## src/hw/rtl/gtpd_pkg.sv

```systemverilog
// Shared constants, types and helper functions for the gyro to pointer delta block.
package gtpd_pkg;

  localparam int SAMPLE_BITS   = 16;
  localparam int FRAC_BITS     = 16;
  localparam int RES_BITS      = 40;
  localparam int ACC_BITS      = RES_BITS + 1;
  localparam int INT_BITS      = RES_BITS - FRAC_BITS;
  localparam int DIVISOR_BITS  = 16;
  localparam int QUOT_BITS     = SAMPLE_BITS + FRAC_BITS;
  localparam int DIV_STEPS     = QUOT_BITS / 2;
  localparam int STEP_CNT_BITS = $clog2(DIV_STEPS);
  localparam int DELTA_BITS    = 8;
  localparam int STEP_LIMIT    = 126;
  localparam int CFG_DATA_BITS = 16;
  localparam int CFG_IDX_BITS  = 2;

  localparam logic [CFG_IDX_BITS-1:0] REG_CENTRE_X = 2'd0;
  localparam logic [CFG_IDX_BITS-1:0] REG_CENTRE_Y = 2'd1;
  localparam logic [CFG_IDX_BITS-1:0] REG_SENS_X   = 2'd2;
  localparam logic [CFG_IDX_BITS-1:0] REG_SENS_Y   = 2'd3;

  localparam logic [CFG_DATA_BITS-1:0] CENTRE_RESET = 16'd32768;
  localparam logic [CFG_DATA_BITS-1:0] SENS_RESET   = 16'd400;

  typedef struct packed {
    logic                    neg;
    logic [SAMPLE_BITS-1:0]  mag;
  } offset_t;

  typedef struct packed {
    logic                    start;
    logic [SAMPLE_BITS-1:0]  mag;
    logic [DIVISOR_BITS-1:0] divisor;
  } div_req_t;

  function automatic offset_t axis_offset(input logic [SAMPLE_BITS-1:0] sample,
                                          input logic [SAMPLE_BITS-1:0] centre);
    logic [SAMPLE_BITS:0] d;
    logic [SAMPLE_BITS:0] m;
    offset_t              o;
    d     = {1'b0, centre} - {1'b0, sample};
    m     = d[SAMPLE_BITS] ? (~d + 1'b1) : d;
    o.neg = d[SAMPLE_BITS];
    o.mag = m[SAMPLE_BITS-1:0];
    return o;
  endfunction

  function automatic logic [DIVISOR_BITS-1:0] safe_divisor(input logic [DIVISOR_BITS-1:0] s);
    return (s == '0) ? DIVISOR_BITS'(1) : s;
  endfunction

  function automatic logic [RES_BITS-1:0] sat_res(input logic [ACC_BITS-1:0] v);
    logic [RES_BITS-1:0] r;
    if (v[ACC_BITS-1] == v[ACC_BITS-2]) begin
      r = v[RES_BITS-1:0];
    end else if (v[ACC_BITS-1]) begin
      r = {1'b1, {(RES_BITS-1){1'b0}}};
    end else begin
      r = {1'b0, {(RES_BITS-1){1'b1}}};
    end
    return r;
  endfunction

endpackage

```

## src/hw/rtl/gtpd_div.sv

```systemverilog
// Iterative restoring divider that retires two quotient bits per cycle.
module gtpd_div (
  input  logic                          clk,
  input  logic                          rst,
  input  gtpd_pkg::div_req_t            req,
  output logic                          done,
  output logic [gtpd_pkg::QUOT_BITS-1:0] quotient
);

  localparam int QB = gtpd_pkg::QUOT_BITS;
  localparam int DB = gtpd_pkg::DIVISOR_BITS;
  localparam logic [gtpd_pkg::STEP_CNT_BITS-1:0] LAST_STEP =
    gtpd_pkg::STEP_CNT_BITS'(gtpd_pkg::DIV_STEPS - 1);

  logic                               busy;
  logic [gtpd_pkg::STEP_CNT_BITS-1:0] cnt;
  logic [DB-1:0]                      rem;
  logic [DB-1:0]                      divisor;
  logic [QB-1:0]                      work;

  logic [DB:0]   t1;
  logic [DB:0]   t2;
  logic          ge1;
  logic          ge2;
  logic [DB-1:0] r1;
  logic [DB-1:0] r2;
  logic [DB:0]   d1;
  logic [DB:0]   d2;
  logic [QB-1:0] work_next;

  always_comb begin
    t1        = {rem, work[QB-1]};
    ge1       = t1 >= {1'b0, divisor};
    d1        = t1 - {1'b0, divisor};
    r1        = ge1 ? d1[DB-1:0] : t1[DB-1:0];
    t2        = {r1, work[QB-2]};
    ge2       = t2 >= {1'b0, divisor};
    d2        = t2 - {1'b0, divisor};
    r2        = ge2 ? d2[DB-1:0] : t2[DB-1:0];
    work_next = {work[QB-3:0], ge1, ge2};
  end

  always_ff @(posedge clk) begin
    if (rst) begin
      busy <= 1'b0;
      done <= 1'b0;
      cnt  <= '0;
    end else begin
      done <= 1'b0;
      if (req.start) begin
        busy    <= 1'b1;
        cnt     <= '0;
        rem     <= '0;
        divisor <= req.divisor;
        work    <= {req.mag, {gtpd_pkg::FRAC_BITS{1'b0}}};
      end else if (busy) begin
        work <= work_next;
        rem  <= r2;
        cnt  <= cnt + 1'b1;
        if (cnt == LAST_STEP) begin
          busy <= 1'b0;
          done <= 1'b1;
        end
      end
    end
  end

  assign quotient = work;

endmodule

```

## src/hw/rtl/gtpd_accum.sv

```systemverilog
// Residual accumulation, integer extraction with clamp, and residual update for one axis.
module gtpd_accum (
  input  logic [gtpd_pkg::RES_BITS-1:0]   residual,
  input  logic [gtpd_pkg::QUOT_BITS-1:0]  quot,
  input  logic                            neg,
  output logic [gtpd_pkg::DELTA_BITS-1:0] emit,
  output logic [gtpd_pkg::RES_BITS-1:0]   residual_next
);

  localparam int AB = gtpd_pkg::ACC_BITS;
  localparam int RB = gtpd_pkg::RES_BITS;
  localparam int EB = gtpd_pkg::DELTA_BITS;

  logic [AB-1:0]                     q_ext;
  logic [AB-1:0]                     q_s;
  logic [AB-1:0]                     sum;
  logic [RB-1:0]                     acc;
  logic                              aneg;
  logic [AB-1:0]                     acc_ext;
  logic [AB-1:0]                     amag;
  logic [gtpd_pkg::INT_BITS-1:0]     imag;
  logic [EB-1:0]                     imag_c;
  logic [AB-1:0]                     emit_ext;
  logic [AB-1:0]                     rest;

  always_comb begin
    q_ext    = {{(AB-gtpd_pkg::QUOT_BITS){1'b0}}, quot};
    q_s      = neg ? (~q_ext + 1'b1) : q_ext;
    sum      = {residual[RB-1], residual} + q_s;
    acc      = gtpd_pkg::sat_res(sum);
    aneg     = acc[RB-1];
    acc_ext  = {acc[RB-1], acc};
    amag     = aneg ? (~acc_ext + 1'b1) : acc_ext;
    imag     = amag[RB-1:gtpd_pkg::FRAC_BITS];
    if (imag > gtpd_pkg::INT_BITS'(gtpd_pkg::STEP_LIMIT)) begin
      imag_c = EB'(gtpd_pkg::STEP_LIMIT);
    end else begin
      imag_c = imag[EB-1:0];
    end
    emit     = aneg ? (~imag_c + 1'b1) : imag_c;
    emit_ext = {{(AB-EB){emit[EB-1]}}, emit};
    rest     = acc_ext - (emit_ext << gtpd_pkg::FRAC_BITS);
    residual_next = gtpd_pkg::sat_res(rest);
  end

endmodule

```

## src/hw/rtl/gyro_to_pointer_delta.sv

```systemverilog
// Top level of the gyro to pointer delta converter: registers, sequencer and output stage.
//
//   Channel | Signals                                   | Direction
//   --------+-------------------------------------------+----------
//   in      | in_valid, in_ready, gyro_x/y_sample       | input item
//   out     | out_valid, out_ready, delta_x, delta_y    | result item
//   cfg     | cfg_wr_en, cfg_index, cfg_data            | register write
//
// Each axis occupies the divider for one load and 16 steps at two quotient bits each.
// The x and y axes run one after the other through the divider and accumulator.
// The result sits in an output register, so a new item is taken while it waits.
// A second result waits in the push state until the output register is free.
// Reset is synchronous and restores the register defaults and clears both residuals.
module gyro_to_pointer_delta (
  input  logic                                 clk,
  input  logic                                 rst,
  input  logic                                 in_valid,
  output logic                                 in_ready,
  input  logic [gtpd_pkg::SAMPLE_BITS-1:0]     gyro_x_sample,
  input  logic [gtpd_pkg::SAMPLE_BITS-1:0]     gyro_y_sample,
  output logic                                 out_valid,
  input  logic                                 out_ready,
  output logic signed [gtpd_pkg::DELTA_BITS-1:0] delta_x,
  output logic signed [gtpd_pkg::DELTA_BITS-1:0] delta_y,
  input  logic                                 cfg_wr_en,
  input  logic [gtpd_pkg::CFG_IDX_BITS-1:0]    cfg_index,
  input  logic [gtpd_pkg::CFG_DATA_BITS-1:0]   cfg_data
);

  typedef enum logic [1:0] {
    S_IDLE,
    S_DIV_X,
    S_DIV_Y,
    S_PUSH
  } state_t;

  state_t state;

  logic [gtpd_pkg::CFG_DATA_BITS-1:0] centre_x;
  logic [gtpd_pkg::CFG_DATA_BITS-1:0] centre_y;
  logic [gtpd_pkg::CFG_DATA_BITS-1:0] sensitivity_x;
  logic [gtpd_pkg::CFG_DATA_BITS-1:0] sensitivity_y;
  logic [gtpd_pkg::RES_BITS-1:0]      residual_x;
  logic [gtpd_pkg::RES_BITS-1:0]      residual_y;

  logic                               neg_x;
  logic                               neg_y;
  logic [gtpd_pkg::SAMPLE_BITS-1:0]   mag_y;
  logic [gtpd_pkg::DELTA_BITS-1:0]    dx;
  logic [gtpd_pkg::DELTA_BITS-1:0]    dy;

  gtpd_pkg::offset_t                  off_x;
  gtpd_pkg::offset_t                  off_y;
  gtpd_pkg::div_req_t                 div_req;
  logic                               div_done;
  logic [gtpd_pkg::QUOT_BITS-1:0]     quot;
  logic                               in_accept;
  logic                               out_free;

  logic [gtpd_pkg::RES_BITS-1:0]      acc_res;
  logic                               acc_neg;
  logic [gtpd_pkg::DELTA_BITS-1:0]    emit;
  logic [gtpd_pkg::RES_BITS-1:0]      res_next;

  assign in_ready  = (state == S_IDLE);
  assign in_accept = in_valid && in_ready;
  assign out_free  = !out_valid || out_ready;

  always_comb begin
    off_x = gtpd_pkg::axis_offset(gyro_x_sample, centre_x);
    off_y = gtpd_pkg::axis_offset(gyro_y_sample, centre_y);
    div_req.start = in_accept || ((state == S_DIV_X) && div_done);
    if (state == S_IDLE) begin
      div_req.mag     = off_x.mag;
      div_req.divisor = gtpd_pkg::safe_divisor(sensitivity_x);
    end else begin
      div_req.mag     = mag_y;
      div_req.divisor = gtpd_pkg::safe_divisor(sensitivity_y);
    end
    acc_res = (state == S_DIV_X) ? residual_x : residual_y;
    acc_neg = (state == S_DIV_X) ? neg_x : neg_y;
  end

  gtpd_div u_div (
    .clk      (clk),
    .rst      (rst),
    .req      (div_req),
    .done     (div_done),
    .quotient (quot)
  );

  gtpd_accum u_accum (
    .residual      (acc_res),
    .quot          (quot),
    .neg           (acc_neg),
    .emit          (emit),
    .residual_next (res_next)
  );

  always_ff @(posedge clk) begin
    if (rst) begin
      centre_x      <= gtpd_pkg::CENTRE_RESET;
      centre_y      <= gtpd_pkg::CENTRE_RESET;
      sensitivity_x <= gtpd_pkg::SENS_RESET;
      sensitivity_y <= gtpd_pkg::SENS_RESET;
    end else if (cfg_wr_en) begin
      unique case (cfg_index)
        gtpd_pkg::REG_CENTRE_X: centre_x      <= cfg_data;
        gtpd_pkg::REG_CENTRE_Y: centre_y      <= cfg_data;
        gtpd_pkg::REG_SENS_X:   sensitivity_x <= cfg_data;
        gtpd_pkg::REG_SENS_Y:   sensitivity_y <= cfg_data;
        default: ;
      endcase
    end
  end

  always_ff @(posedge clk) begin
    if (rst) begin
      state      <= S_IDLE;
      out_valid  <= 1'b0;
      residual_x <= '0;
      residual_y <= '0;
    end else begin
      if ((state == S_PUSH) && out_free) begin
        out_valid <= 1'b1;
      end else if (out_ready) begin
        out_valid <= 1'b0;
      end
      unique case (state)
        S_IDLE: begin
          if (in_accept) begin
            neg_x <= off_x.neg;
            neg_y <= off_y.neg;
            mag_y <= off_y.mag;
            state <= S_DIV_X;
          end
        end
        S_DIV_X: begin
          if (div_done) begin
            residual_x <= res_next;
            dx         <= emit;
            state      <= S_DIV_Y;
          end
        end
        S_DIV_Y: begin
          if (div_done) begin
            residual_y <= res_next;
            dy         <= emit;
            state      <= S_PUSH;
          end
        end
        S_PUSH: begin
          if (out_free) begin
            delta_x <= dx;
            delta_y <= dy;
            state   <= S_IDLE;
          end
        end
        default: state <= S_IDLE;
      endcase
    end
  end

endmodule

```

## config.mk

```make
export PLATFORM = sky130hd
export DESIGN_NAME = gyro_to_pointer_delta
export DESIGN_NICKNAME = d
export VERILOG_FILES = /design/src/hw/rtl/gtpd_pkg.sv /design/src/hw/rtl/gtpd_div.sv /design/src/hw/rtl/gtpd_accum.sv /design/src/hw/rtl/gyro_to_pointer_delta.sv
export SDC_FILE = /design/constraint.sdc
export NUM_CORES = 1
export LEC_CHECK = 0
export ABC_AREA = 1
export BUFFER_PORTS_ARGS = -buffer_cell sky130_fd_sc_hd__buf_2
export CORE_ASPECT_RATIO = 1.25
export CORE_MARGIN = 8
export CORE_UTILIZATION = 40
export DETAILED_ROUTE_END_ITERATION = 16
export PLACE_DENSITY_LB_ADDON = 0.25
export SYNTH_ARGS = -nofsm -noshare
export SYNTH_HDL_FRONTEND = slang
export SYNTH_SLANG_ARGS = --single-unit
```

## constraint.sdc

```tcl
create_clock -name clk -period 10.25 [get_ports clk]
set_input_delay 1.5375 -clock clk [delete_from_list [all_inputs] [get_ports clk]]
set_output_delay 1.5375 -clock clk [all_outputs]
set_load 0.02 [all_outputs]
```

# Word-level counts from Yosys, hierarchy flattened
# Cells that the tools add are included.
# word_totals
wordCells,115
regBits,267
output_inout_bits,18
# op_classes
addsub,12
eq_ne,13
n_mux,31
bitwise_logic,7
n_lt_le_gt_ge,3
n_reduce_logical,27
# op_table
cell,n
40-bit 2-to-1 mux,6
16-bit 2-to-1 mux,7
32-bit 2-to-1 mux,3
41-bit by 1-bit adder with 41-bit output (second input constant),1
41-bit adder,1
41-bit 2-to-1 mux,1
32-bit NOT with 41-bit output,1
40-bit by 24-bit subtractor with 41-bit output,1
40-bit by 1-bit adder with 40-bit output (second input constant),1
40-bit NOT,1
17-bit by 16-bit >= comparator with 1-bit output,2
16-bit by 16-bit subtractor with 17-bit output,2
16-bit by 1-bit adder with 16-bit output (second input constant),2
16-bit zero test,2
16-bit NOT,2
16-bit subtractor,2
24-bit by 7-bit > comparator with 1-bit output (second input constant),1
8-bit 2-to-1 mux,2
2-bit AND reduction,8
3-bit AND reduction,4
8-bit by 1-bit adder with 8-bit output (second input constant),1
2-bit == test (second input constant),4
2-bit 2-to-1 mux,4
8-bit NOT,1
17 further kinds,33

# Logic depth before layout (Yosys ltp)
# logic_depth
ltp_word,17
mapped_depth,86
depth_no_buf,83

# Modules after synthesis
# A second synthesis with hierarchy kept.
# hier_totals
hier_cells,3607
hier_area_um2,22520.3
# modules_own_cells
mod,area_each_um2,instances,cells_per_inst,seq_area_each_um2
gyro_to_pointer_delta,10410.0,1,1487,4444.3
gtpd_accum,7274.5,1,1482,0.0
gtpd_div,4835.9,1,638,2042.0

# Worst setup path after synthesis
# No wires, ideal clock.
# synth_path
kind,register to register
from,register u_div.work[0] (netlist: u_div.quotient[0])
to,register residual_y[29] (netlist name)
stages_incl_launch_ff,76
setup_slack_ns,-0.332
arrival_ns,10.473
setup_ns,0.109
period_less_slack_ns,10.582
path_cell_list,edfxtp_1 nor3_1 nand3_1 nor3_1 inv_1 nor3_1 and3_1 nand3_1 nor3_1 nor3b_1 nand3_1 nor3_1 inv_1 nor4_1 nand2_1 nor3_1 a31oi_1 xor2_1 (+40 left out) o21bai_1 a21oi_1 o21ai_0 a21oi_1 o21bai_1 a21oi_1 o21bai_1 a21oi_1 nor2_1 nor2_1 o21ai_0 a21oi_1 nand2_2 nand3_2 clkbuf_1 nand3_1 nand2_1 inv_1
# synth_between
elab_chain_cells,17
word_cells_on_any_way,19
cone_classes,add/sub: 5; order compare: 1; eq/ne: 2; mux: 8; bitwise: 3
# synth_rtl
item,line_no,rtl
start: declaration,gtpd_div.sv:19,logic [QB-1:0] work;
start signal: assignment,gtpd_div.sv:55,"work <= {req.mag, {gtpd_pkg::FRAC_BITS{1'b0}}};"
start signal: assignment,gtpd_div.sv:57,work <= work_next;
32-bit NOT with 41-bit output,gtpd_accum.sv:28,q_s = neg ? (~q_ext + 1'b1) : q_ext;
41-bit by 1-bit adder with 41-bit output,gtpd_accum.sv:28,
41-bit 2-to-1 mux (*),gtpd_accum.sv:28,
41-bit adder (*),gtpd_accum.sv:29,"sum = {residual[RB-1], residual} + q_s;"
40-bit 2-to-1 mux / 1-bit == test (equally long branches),"gtpd_pkg.sv:57, gtpd_pkg.sv:55",
40-bit 2-to-1 mux (*),gtpd_pkg.sv:55,if (v[ACC_BITS-1] == v[ACC_BITS-2]) begin
40-bit NOT,gtpd_accum.sv:33,amag = aneg ? (~acc_ext + 1'b1) : acc_ext;
40-bit by 1-bit adder with 40-bit output,gtpd_accum.sv:33,
(+2 left out),--,
8-bit 2-to-1 mux,gtpd_accum.sv:35,if (imag > gtpd_pkg::INT_BITS'(gtpd_pkg::STEP_LIMIT)) begin
8-bit NOT,gtpd_accum.sv:40,emit = aneg ? (~imag_c + 1'b1) : imag_c;
8-bit by 1-bit adder with 8-bit output,gtpd_accum.sv:40,
8-bit 2-to-1 mux (*),gtpd_accum.sv:40,
"named net emit, one bit",gyro_to_pointer_delta.sv:62,logic [gtpd_pkg::DELTA_BITS-1:0] emit;
40-bit by 24-bit subtractor with 41-bit output (*),gtpd_accum.sv:42,rest = acc_ext - (emit_ext << gtpd_pkg::FRAC_BITS);
40-bit 2-to-1 mux / 1-bit == test (equally long branches),"gtpd_pkg.sv:57, gtpd_pkg.sv:55",
40-bit 2-to-1 mux (*),gtpd_pkg.sv:55,
end signal: assignment,gyro_to_pointer_delta.sv:147,residual_y <= res_next;
end: declaration,gyro_to_pointer_delta.sv:44,logic [gtpd_pkg::RES_BITS-1:0] residual_y;
# The timed path passes the listed nets; every way through them passes the cells marked *.
# A chain may end at the register's enable or synchronous reset.

# Final worst setup path
# layout_path
from,register u_div.work[2] (netlist: u_div.quotient[2])
to,register residual_y[19] (netlist name)
# layout_between
elab_chain_cells,17
word_cells_on_any_way,19
cone_classes,add/sub: 5; order compare: 1; eq/ne: 2; mux: 8; bitwise: 3
# layout_rtl
item,line_no
32-bit NOT with 41-bit output,gtpd_accum.sv:28
41-bit by 1-bit adder with 41-bit output,gtpd_accum.sv:28
41-bit 2-to-1 mux (*),gtpd_accum.sv:28
41-bit adder (*),gtpd_accum.sv:29
40-bit 2-to-1 mux / 1-bit == test (equally long branches),"gtpd_pkg.sv:57, gtpd_pkg.sv:55"
40-bit 2-to-1 mux (*),gtpd_pkg.sv:55
40-bit NOT,gtpd_accum.sv:33
40-bit by 1-bit adder with 40-bit output,gtpd_accum.sv:33
40-bit 2-to-1 mux,gtpd_accum.sv:33
24-bit by 7-bit > comparator with 1-bit output,gtpd_accum.sv:35
8-bit 2-to-1 mux,gtpd_accum.sv:35
8-bit NOT,gtpd_accum.sv:40
8-bit by 1-bit adder with 8-bit output,gtpd_accum.sv:40
8-bit 2-to-1 mux,gtpd_accum.sv:40
40-bit by 24-bit subtractor with 41-bit output (*),gtpd_accum.sv:42
40-bit 2-to-1 mux / 1-bit == test (equally long branches),"gtpd_pkg.sv:57, gtpd_pkg.sv:55"
40-bit 2-to-1 mux (*),gtpd_pkg.sv:55
# Every way passes the cells marked *; elsewhere a longest branch is shown, timed or not.

==> results.ini <==
[critical_path]
critPathMaxFanout = 8
r2r_slack_ns = -0.68
cp-start-kind = flip-flop
cpMaxStageDelayCell = edfxtp_1
cpPeakStageDelay_ns = 0.40
critPathArrivalTime_ns = 11.40
worstSetupPathType = reg2reg
cp_common_cell = buf_4
crit_required_ns = 10.73
worstSetupEndpointType = flip-flop

[sta]
fin_crit_sh_pct = 107
worst-slew-pin-transition_ns = 1.03
fin_ws_ns = -0.675
finalCriticalPeriod_ns = 10.93
rsz0062_at_grt = true
max_freq_ghz = 0.0915
maxSlewHeadroom_pct = 31.0
finClkSkew_ns = 0.0222
timing.final.max_slew_violations = 0
setup_viol = 80
hold_viol = 0

[clock_tree]
ctsLongestPathBuffers = 3
clock_latency_ns = 0.59
clock_sinks = 267
htree_levels = 1
root_buffer = clkbuf_16
clk_pin_slew_ns = 0.06
hold_buffers = 0
numCtsBuffers = 29
cts_tree = done

[global_route]
grt-ovfl-total = 0
antenna_found_initial = 1
grt_use_total_pct = 21.0
grt_max_degree = 83
grt_pass1_wl_microns = 105000
grt_pass1_vias = 20900

[logic_synthesis]
yosys.area_share.simple_pct = 31.5
yosysSeqAreaShare_pct = 30.5
muxShareOfSynthArea_pct = 0.0471
synthFlopType = dfxtp_1
syn_inst = 3205
avgSynthCellArea_sq_um = 6.63
synth_edf_count = 114
synth_warnings = 0
ys_seq_elements = 267
ys_types = 55
synthAdderAreaFrac_pct = 8.74
syn_nets = 3405
syn_area_sq_um = 21300
synth_xor_area_share_pct = 5.40
synth_compound_area_share_pct = 12.5
synth-async-reset-ratio_pct = 0
synth_top_family_by_area = simple AND/OR/NAND/NOR gates

[floorplanning]
fp.dieW_microns = 222
row_count = 94
chipHeight_microns = 274
core_sq_um = 52600
io_pins = 73
start_util_pct = 40.4
die_area_sq_um = 60800

[route]
drc = 0
viasPerCell = 5.01
dr_total_vias = 21500
wl_microns = 68200
dr.first_iter.drc_count = 1161
wire_per_inst_microns = 15.9
drtPass1Iterations = 5
ant_nets = 0

[cells_and_area]
antennaDiodeCount = 0
final_cell_mix = nand2_1 (724), inv_1 (495), nor2_1 (372)
fin_nets = 3797
final_common_cell = nand2_1
final_util_pct = 52.2
drive_above_1_share_pct = 20.5
area_delta_synth_final_pct = 29.0

[flow_run]
drv_cap = 0

[run_status]
violations = setup timing
status = complete, but fails checks

[placed_design]
place_hpwl_microns = 49200
port_buffers = 72
gp_congestion = 0.996

[min_path]
hp-class = reg2reg

[logic make-up (layout without fill, tap and decap cells)]
family / count (synthesis) / count (layout)
compound gates: 488 / 488
simple gates: 1554 / 1555
fa+ha+maj: 145 / 145
xor+xnor: 131 / 131
flops: 267 / 267
mux: 1 / 1
buf+inv: 619 / 1033
[synthesized netlist by cell type, drive strengths merged (2+ instances only)]
cell	count	area (sq um)
nand2	766	2930
inv	513	1930
nor2	406	1580
nand3	269	1480
o21ai	213	1070
a21oi	198	995
dfxtp	153	3060
ha	139	1740
edfxtp	114	3420
xor2	107	937
clkbuf	70	263
buf	33	219
o21bai	31	233
nor3	30	150
nand3b	26	195
nand4	24	150
xnor2	24	210
nor4	14	87.6
o221ai	8	70.1
a31oi	7	43.8
a41oi	7	61.3
or2	7	43.8
fa	6	120
o211ai	6	45.0
and2	5	31.3
o21a	4	30.0
clkinv	3	11.3
nor3b	3	22.5
o22ai	3	18.8
a21boi	2	15.0
a21o	2	15.0
and3	2	12.5
o31ai	2	15.0
[final cells by class]
cell class / instances / area [sq um]
fill: 5145 / 25100
multi-input combinational: 2320 / 13300
sequential: 267 / 6490
timing repair buffer: 463 / 3830
inverter: 516 / 1950
tap: 672 / 841
clock buffer: 35 / 771
clock inverter: 19 / 292
[critical path, delay by kind of cell (launching register included)]
family	cells	cell delay, ns
compound gates	14	1.96
simple gates	34	4.31
xor+xnor	3	0.61
flops	1	0.40
fa+ha+maj	3	0.96
buf+inv	24	2.50
[stage by stage]
stage | instances | TNS [ns] | cell area (sq um) | hold slack (ns) | worst slack [ns]
final | 4292 | -48.04 | 27400 | 0.415 | -0.675
after global routing | 4292 | -100.29 | 27400 | 0.425 | -1.33
after CTS | 4244 | -7.34 | 26200 | 0.412 | -0.125
after detailed placement | 4130 | -81.24 | 24200 | 0.405 | -1.09
after global placement | 4130 | -54.35 | 24200 | 0.402 | -0.766
after floorplan | 3205 | 0 | 21300 | 0.400 | 0.0239
[routing by layer]
metal  global-route usage, %  up-vias  wire length (microns)
met2                    39.0      494                  34200
met5                       0        -                     13
met1                    24.1     9731                  27500
met4                    9.57        2                   3610
li1                        -    11100                      -
met3                    2.13      171                   2790
[state kept, by name, summed over array words and instances, names as in the netlist, 16 cells and up]
name,flops
residual_y,40
u_div.quotient,32
u_div.rem,16
mag_y,16
centre_y,16
sensitivity_y,16
centre_x,16
residual_x,40
sensitivity_x,16
u_div.divisor,16
[what timing repair did]
action / CTS / global route
resized for setup: 89 / 146
setup endpoints to repair: 80 / 80
pin swaps: 28 / 104
gates cloned: 4 / 15
buffers inserted: 57 / 35
[path summary, 6_finish.rpt]
check                           depth (start not counted)              to         startpoint
worst max register to register                         78  residual_y[19]  u_div.quotient[2]
worst max-delay path                                   78  residual_y[19]  u_div.quotient[2]
worst min-delay path                                    0      delta_y[5]              dy[5]
worst min register to register                          0      delta_y[5]              dy[5]
Power is not shown: default switching activity piles up to over one toggle a cycle in this logic, so the estimate is an artifact.
